**src/bsf_pkg.sv**
```systemverilog
// ----------------------------------------------------------------------------
// Bit stuffing framer package
// Shared types and constants for the framer's sequencer and output stage.
// ----------------------------------------------------------------------------
package bsf_pkg;

  localparam int FLAG_BITS = 8;
  localparam int IDX_W     = $clog2(FLAG_BITS);

  // Flag 01111110, bit k is the k-th bit sent on the line.
  localparam logic [FLAG_BITS-1:0] FLAG_PATTERN = 8'h7E;

  localparam logic [2:0] RUN_LIMIT = 3'd5;

  localparam int          CFG_W             = 5;
  localparam logic [4:0]  CFG_BYTES_DEFAULT = 5'd5;
  localparam logic [4:0]  CFG_BYTES_MIN     = 5'd1;
  localparam logic [4:0]  CFG_BYTES_MAX     = 5'd16;

  // One line bit with its markers.
  typedef struct packed {
    logic line_bit;
    logic is_flag_bit;
    logic is_stuffed_bit;
    logic run_last;
  } bsf_result_t;

endpackage

```
**src/bit_stuffing_framer_top.sv**
```systemverilog
// ----------------------------------------------------------------------------
// Bit stuffing framer
// Frames a serial payload stream with HDLC flags and continuous bit stuffing.
// ----------------------------------------------------------------------------
// Each input transaction carries one payload bit; tlast marks the final bit
// of the stream. The block sends one line bit per output transaction: an
// opening flag 01111110 when no frame is open, the payload bit, a stuffed
// zero after five consecutive ones, and a closing flag once the frame holds
// frame_payload_bytes*8 bits (the value is clamped to 1..16, reset 5) or
// the stream ends. One input item therefore gives 1 to 18 line bits, sent
// one per cycle through the single-bit output register unless the output
// stalls, with no gap between items. A following item is accepted in the
// cycle the current item sends its last bit, and output tlast marks that last
// bit. Output tuser[0] flags flag bits, tuser[1] stuffed zeros. Write the
// register only while the block is idle.
module bit_stuffing_framer_top import bsf_pkg::*; (
  input  logic             clk,
  input  logic             rst,
  input  logic             cfg_wr_en,
  input  logic [CFG_W-1:0] cfg_wr_data,   // frame_payload_bytes
  input  logic             s_axis_tvalid,
  output logic             s_axis_tready,
  input  logic [7:0]       s_axis_tdata,  // [0] data_bit, [7:1] zero
  input  logic             s_axis_tlast,  // stream_end
  output logic             m_axis_tvalid,
  input  logic             m_axis_tready,
  output logic [7:0]       m_axis_tdata,  // [0] line_bit, [7:1] zero
  output logic [1:0]       m_axis_tuser,  // [0] is_flag_bit, [1] is_stuffed_bit
  output logic             m_axis_tlast   // run_last
);

  logic [CFG_W-1:0] frame_payload_bytes;
  logic             res_valid;
  logic             res_ready;
  bsf_result_t      res;
  bsf_result_t      out_res;

  always_ff @(posedge clk) begin
    if (rst) begin
      frame_payload_bytes <= CFG_BYTES_DEFAULT;
    end else if (cfg_wr_en) begin
      frame_payload_bytes <= cfg_wr_data;
    end
  end

  bsf_seq u_seq (
    .clk                 (clk),
    .rst                 (rst),
    .frame_payload_bytes (frame_payload_bytes),
    .in_valid            (s_axis_tvalid),
    .in_ready            (s_axis_tready),
    .in_bit              (s_axis_tdata[0]),
    .in_end              (s_axis_tlast),
    .res_valid           (res_valid),
    .res_ready           (res_ready),
    .res                 (res)
  );

  bsf_out_reg u_out_reg (
    .clk       (clk),
    .rst       (rst),
    .in_valid  (res_valid),
    .in_ready  (res_ready),
    .in_res    (res),
    .out_valid (m_axis_tvalid),
    .out_ready (m_axis_tready),
    .out_res   (out_res)
  );

  assign m_axis_tdata = {7'b0, out_res.line_bit};
  assign m_axis_tuser = {out_res.is_stuffed_bit, out_res.is_flag_bit};
  assign m_axis_tlast = out_res.run_last;

endmodule

```
**src/bsf_seq.sv**
```systemverilog
// ----------------------------------------------------------------------------
// Bit stuffing framer sequencer
// Holds one input item and steps it out as flag, data, stuffed and flag bits.
// ----------------------------------------------------------------------------
module bsf_seq import bsf_pkg::*; (
  input  logic             clk,
  input  logic             rst,
  input  logic [CFG_W-1:0] frame_payload_bytes,
  input  logic             in_valid,
  output logic             in_ready,
  input  logic             in_bit,
  input  logic             in_end,
  output logic             res_valid,
  input  logic             res_ready,
  output bsf_result_t      res
);

  typedef enum logic [1:0] {
    PH_OPEN,
    PH_DATA,
    PH_STUFF,
    PH_CLOSE
  } phase_t;

  logic             cur_valid, cur_valid_next;
  logic             cur_bit, cur_bit_next;
  logic             cur_end, cur_end_next;
  phase_t           phase, phase_next;
  logic [IDX_W-1:0] flag_idx, flag_idx_next;
  logic [2:0]       ones_run, ones_run_next;
  logic [7:0]       bits_in_frame, bits_in_frame_next;
  logic             frame_open, frame_open_next;
  logic             close_pending, close_pending_next;

  logic [4:0] bytes_clamped;
  logic [7:0] limit_bits;
  logic [2:0] ones_inc;
  logic [7:0] bits_inc;
  logic       stuff_now;
  logic       close_now;
  logic       flag_end;
  logic       emit;
  logic       item_done;

  always_comb begin
    if (frame_payload_bytes < CFG_BYTES_MIN) begin
      bytes_clamped = CFG_BYTES_MIN;
    end else if (frame_payload_bytes > CFG_BYTES_MAX) begin
      bytes_clamped = CFG_BYTES_MAX;
    end else begin
      bytes_clamped = frame_payload_bytes;
    end
  end

  assign limit_bits = {bytes_clamped, 3'b000};
  assign ones_inc   = ones_run + 3'd1;
  assign bits_inc   = (bits_in_frame == 8'hFF) ? bits_in_frame : bits_in_frame + 8'd1;
  assign stuff_now  = cur_bit && (ones_inc >= RUN_LIMIT);
  assign close_now  = cur_end || (bits_inc >= limit_bits);
  assign flag_end   = (flag_idx == IDX_W'(FLAG_BITS - 1));

  always_comb begin
    res = '0;
    case (phase)
      PH_OPEN: begin
        res.line_bit    = FLAG_PATTERN[flag_idx];
        res.is_flag_bit = 1'b1;
      end
      PH_DATA: begin
        res.line_bit = cur_bit;
        res.run_last = !stuff_now && !close_now;
      end
      PH_STUFF: begin
        res.is_stuffed_bit = 1'b1;
        res.run_last       = !close_pending;
      end
      PH_CLOSE: begin
        res.line_bit    = FLAG_PATTERN[flag_idx];
        res.is_flag_bit = 1'b1;
        res.run_last    = flag_end;
      end
      default: res = '0;
    endcase
  end

  assign res_valid = cur_valid;
  assign emit      = cur_valid && res_ready;
  assign item_done = emit && res.run_last;
  // A new item can be taken in the cycle the current one sends its last bit.
  assign in_ready  = !cur_valid || item_done;

  always_comb begin
    cur_valid_next     = cur_valid;
    cur_bit_next       = cur_bit;
    cur_end_next       = cur_end;
    phase_next         = phase;
    flag_idx_next      = flag_idx;
    ones_run_next      = ones_run;
    bits_in_frame_next = bits_in_frame;
    frame_open_next    = frame_open;
    close_pending_next = close_pending;

    if (emit) begin
      case (phase)
        PH_OPEN: begin
          if (flag_end) begin
            flag_idx_next      = '0;
            frame_open_next    = 1'b1;
            ones_run_next      = '0;
            bits_in_frame_next = '0;
            phase_next         = PH_DATA;
          end else begin
            flag_idx_next = flag_idx + IDX_W'(1);
          end
        end
        PH_DATA: begin
          if (stuff_now || !cur_bit) begin
            ones_run_next = '0;
          end else begin
            ones_run_next = ones_inc;
          end
          bits_in_frame_next = bits_inc;
          close_pending_next = close_now;
          flag_idx_next      = '0;
          if (stuff_now) begin
            phase_next = PH_STUFF;
          end else if (close_now) begin
            phase_next = PH_CLOSE;
          end
        end
        PH_STUFF: begin
          if (close_pending) begin
            phase_next = PH_CLOSE;
          end
        end
        PH_CLOSE: begin
          if (flag_end) begin
            flag_idx_next      = '0;
            frame_open_next    = 1'b0;
            ones_run_next      = '0;
            bits_in_frame_next = '0;
          end else begin
            flag_idx_next = flag_idx + IDX_W'(1);
          end
        end
        default: phase_next = PH_OPEN;
      endcase
    end

    if (in_valid && in_ready) begin
      cur_valid_next = 1'b1;
      cur_bit_next   = in_bit;
      cur_end_next   = in_end;
      flag_idx_next  = '0;
      phase_next     = frame_open_next ? PH_DATA : PH_OPEN;
    end else if (item_done) begin
      cur_valid_next = 1'b0;
    end
  end

  always_ff @(posedge clk) begin
    if (rst) begin
      cur_valid     <= 1'b0;
      phase         <= PH_OPEN;
      flag_idx      <= '0;
      ones_run      <= '0;
      bits_in_frame <= '0;
      frame_open    <= 1'b0;
      close_pending <= 1'b0;
    end else begin
      cur_valid     <= cur_valid_next;
      phase         <= phase_next;
      flag_idx      <= flag_idx_next;
      ones_run      <= ones_run_next;
      bits_in_frame <= bits_in_frame_next;
      frame_open    <= frame_open_next;
      close_pending <= close_pending_next;
    end
  end

  always_ff @(posedge clk) begin
    cur_bit <= cur_bit_next;
    cur_end <= cur_end_next;
  end

endmodule

```
**src/bsf_out_reg.sv**
```systemverilog
// ----------------------------------------------------------------------------
// Bit stuffing framer output register
// Registers one line bit and holds it until the downstream side takes it.
// ----------------------------------------------------------------------------
module bsf_out_reg import bsf_pkg::*; (
  input  logic        clk,
  input  logic        rst,
  input  logic        in_valid,
  output logic        in_ready,
  input  bsf_result_t in_res,
  output logic        out_valid,
  input  logic        out_ready,
  output bsf_result_t out_res
);

  assign in_ready = !out_valid || out_ready;

  always_ff @(posedge clk) begin
    if (rst) begin
      out_valid <= 1'b0;
    end else if (in_ready) begin
      out_valid <= in_valid;
    end
  end

  always_ff @(posedge clk) begin
    if (in_ready && in_valid) begin
      out_res <= in_res;
    end
  end

endmodule

```
**config.mk**
```make
export PLATFORM = sky130hd
export DESIGN_NAME = bit_stuffing_framer_top
export DESIGN_NICKNAME = d
export VERILOG_FILES = /design/src/bsf_pkg.sv /design/src/bit_stuffing_framer_top.sv /design/src/bsf_seq.sv /design/src/bsf_out_reg.sv
export SDC_FILE = /design/constraint.sdc
export NUM_CORES = 1
export LEC_CHECK = 0
export ABC_AREA = 0
export ABC_CLOCK_PERIOD_IN_PS = 2700
export BUFFER_PORTS_ARGS = -buffer_cell sky130_fd_sc_hd__buf_2
export CORE_ASPECT_RATIO = 0.7
export CORE_MARGIN = 2
export CORE_UTILIZATION = 50
export CTS_BUF_LIST = sky130_fd_sc_hd__clkbuf_8
export DETAILED_ROUTE_END_ITERATION = 8
export GPL_TIMING_DRIVEN = 0
export PLACE_DENSITY = 0.78
export SLEW_MARGIN = 5
export SYNTH_ARGS = -nofsm -noshare
export SYNTH_HDL_FRONTEND = slang
export SYNTH_SLANG_ARGS = --single-unit
export TNS_END_PERCENT = 20
```
**constraint.sdc**
```tcl
create_clock -name clk -period 2.7 [get_ports clk]
set_input_delay 0.135 -clock clk [delete_from_list [all_inputs] [get_ports clk]]
set_output_delay 0.135 -clock clk [all_outputs]
set_load 0.03 [all_outputs]
```
==> results_dict.tcl <==
set metrics [dict create \
    status "finished, violations left" \
    failed_checks "negative setup slack" \
    die_w_um 77.4 \
    yosysUniqueCellTypes 45 \
    synth_top_area_cell "dfxtp_1" \
    slew_viol_final 0 \
    insertedDiodeCount 0 \
    via_per_inst 5.56 \
    tightest_slew_ns 0.531 \
    min_period_ns 2.86 \
    finalCritPeriodShare_pct 106 \
    start_util_pct 52.9 \
    crit_type "reg2reg" \
    synthFlopType "dfxtp_1" \
    dpl.hpwl_mm 2.88 \
    antenna_found_initial 0 \
    ys_ff_latch 32 \
    synth_edf_count 6 \
    numPlacedInstances 283 \
    io_pins 32 \
    synth_top_area_share_pct 27.6 \
    fmax_mhz 350 \
    overflow 0 \
    hold_class "in2reg" \
    dr_total_vias 1708 \
    whs_ns 0.0126 \
    grt_use_total_pct 21.5 \
    grt_pass1_wl_mm 7.31 \
    hold_buffers 0 \
    row_count 18 \
    ys_seq_area_share_pct 37.2 \
    setup_viol 9 \
    yosys-top-cells-area "dfxtp_1 28%, edfxtp_1 9.6%, ha_1 9.3%, nor2_1 5.8%, mux2i_1 4.3%" \
    crit_path_max_fanout 4 \
    postSynthCellCount 212 \
    clk_pin_slew_ns 0.07 \
    io_buffers 15 \
    setup_ws_ns -0.161 \
    crit_path_start_kind "register" \
    final_cells 307 \
    ys_async_sr_fraction_pct 0 \
    cts_buffers 5 \
    grt_pass1_vias 1531 \
    avgSynthCellArea_um2 8.88 \
    cts.sinks 32 \
    finalPower_mw 1.18 \
    grt_max_degree 13 \
    peakVddDrop_mv 0.321 \
    cts_root_buf "clkbuf_8" \
    max_stage_delay_ns 0.40 \
    worstPathCellList "nand4_1, buf_4, o21ai_1, or3b_4, ha_4, or3_4, a21oi_4, nand2_2, a31o_4, a211o_1, a21oi_2" \
    wirelength_mm 4.52 \
    syn_area_um2 1880 \
    synth_commonest_cells "29 x nor2_1, 26 x dfxtp_1, 14 x ha_1" \
    fill_cells 294 \
    area_growth_pct 26.1 \
    arrival_ns 3.08 \
    gp_congestion 0.833 \
    rsz0062_at_grt "yes" \
    crit_required_ns 2.92 \
    leakage_nw 0.989 \
    slowest_stage "or3b_4" \
    nets 289 \
    ys_warn_count 0 \
    dieArea_um2 4280 \
    cts-htree-levels 2 \
    hold_viol_final 0 \
    finClkSkew_ns 0.00573 \
    die_h_um 55.3 \
    cap_violations 0 \
    drive_above_1_share_pct 27.6 \
    slew_headroom_pct 64.6 \
    core_area_um2 3560 \
    ant_nets 0 \
    drtPass1Iterations 4 \
    post_drt_wl_per_cell_um 14.7 \
    clk_latency_ns 0.29 \
    cts_tree "built" \
    critPathCaptureType "register" \
    drc 0 \
    drt-initial-drc-count 145 \
    power.density_nw_per_um2 497 \
    yosysMostFrequentCell "nor2_1" \
    timing.setup.tns_ns -0.845 \
    clockBufferDepth 2 \
]
[what timing repair did]
item	4_1_cts	5_1_grt
pin swaps	11	9
endpoints found under the setup margin	9	10
buffers inserted	14	2
gates resized for setup	14	8
[flip-flops by register name (all words and copies together), names as in the netlist, named ones only]
name and cells:
u_out_reg.out_valid 1, u_seq.frame_open 1, u_seq.cur_end 1, frame_payload_bytes 5
u_out_reg.out_res 4, u_seq.bits_in_frame 8, u_seq.cur_bit 1, u_seq.ones_run 3
u_seq.flag_idx 3, u_seq.res_valid 1, u_seq.phase 2, u_seq.close_pending 1
[metal layers]
layer	vias to the layer above	part of all wire, %	track usage [%]
met5	-	0	0
met4	0	1.9	9.18
met3	9	6.5	4.41
met2	62	46	33.2
met1	802	45	29.3
li1	835	-	-
[critical path: cells and delay by family, from the launching register on]
kind | cells | cell delay [ns]
AOI/OAI and AO/OA | 5 | 1.01
adders and majority gates | 1 | 0.19
buffers and inverters | 1 | 0.19
DFF | 1 | 0.37
and+or+nand+nor | 4 | 1.03
[layout by cell type (no fill, tap or decap), types with 5 or more instances in the layout]
cell | netlist | layout
nor2_1 | 29 | 27
buf_4 | 7 | 24
dfxtp_1 | 26 | 22
inv_1 | 13 | 15
buf_2 | 0 | 14
ha_1 | 14 | 11
nand2_1 | 11 | 10
nor3_1 | 9 | 9
nor2b_1 | 8 | 8
mux2i_1 | 8 | 8
a22oi_1 | 7 | 7
conb_1 | 1 | 7
nand3_1 | 7 | 6
a21oi_1 | 6 | 6
clkbuf_1 | 6 | 6
edfxtp_1 | 6 | 6
clkbuf_8 | 0 | 5
[report_power, final]
part	switching (mW)	internal, mW	total, mW	leakage [nW]
Clock	0.183	0.173	0.356	0.0505
Sequential	0.0173	0.516	0.534	0.272
Combinational	0.178	0.112	0.291	0.666
Total	0.379	0.802	1.18	0.989
[cells by family after synthesis]
group,synth area share (%)
AO/OA/AOI/OAI,18.3
multiplexers,4.25
other,0.199
AND/OR/NAND/NOR,22.1
adder cells (fa/ha/maj),9.30
XOR/XNOR,1.86
buffers and inverters,6.78
flip-flops,37.2
[path summary, 6_finish.rpt]
path	start	endpoint	slack, ns	depth (start not counted)
min	s_axis_tdata[0]	u_seq.cur_bit	0.01	1
min reg2reg	u_seq.ones_run[2]	u_seq.ones_run[2]	0.51	2
max	u_seq.bits_in_frame[1]	u_seq.phase[1]	-0.16	11
max reg2reg	u_seq.bits_in_frame[1]	u_seq.phase[1]	-0.16	11
[layout make-up]
type | instances | area (um2) | area share, %
well taps | 50 | 62.6 | 2.63
clock inverters | 3 | 12.5 | 0.527
inverters | 14 | 52.6 | 2.21
repair buffers | 31 | 198 | 8.32
flip-flops and latches | 32 | 716 | 30.1
multi-input cells | 159 | 1190 | 50.1
plain buffers | 13 | 75.1 | 3.16
clock buffers | 5 | 68.8 | 2.90
[per-stage QoR]
stage	setup slack, ns	area [um2]	utilization [%]
floorplan	0.0376	1940	-
global placement	-0.307	2080	58.4
detailed placement	-0.388	2080	58.4
CTS	-0.150	2310	65.0
global route	-0.281	2370	66.7
finish	-0.161	2370	66.7
Note: power is estimated with default switching activity, not from simulation.
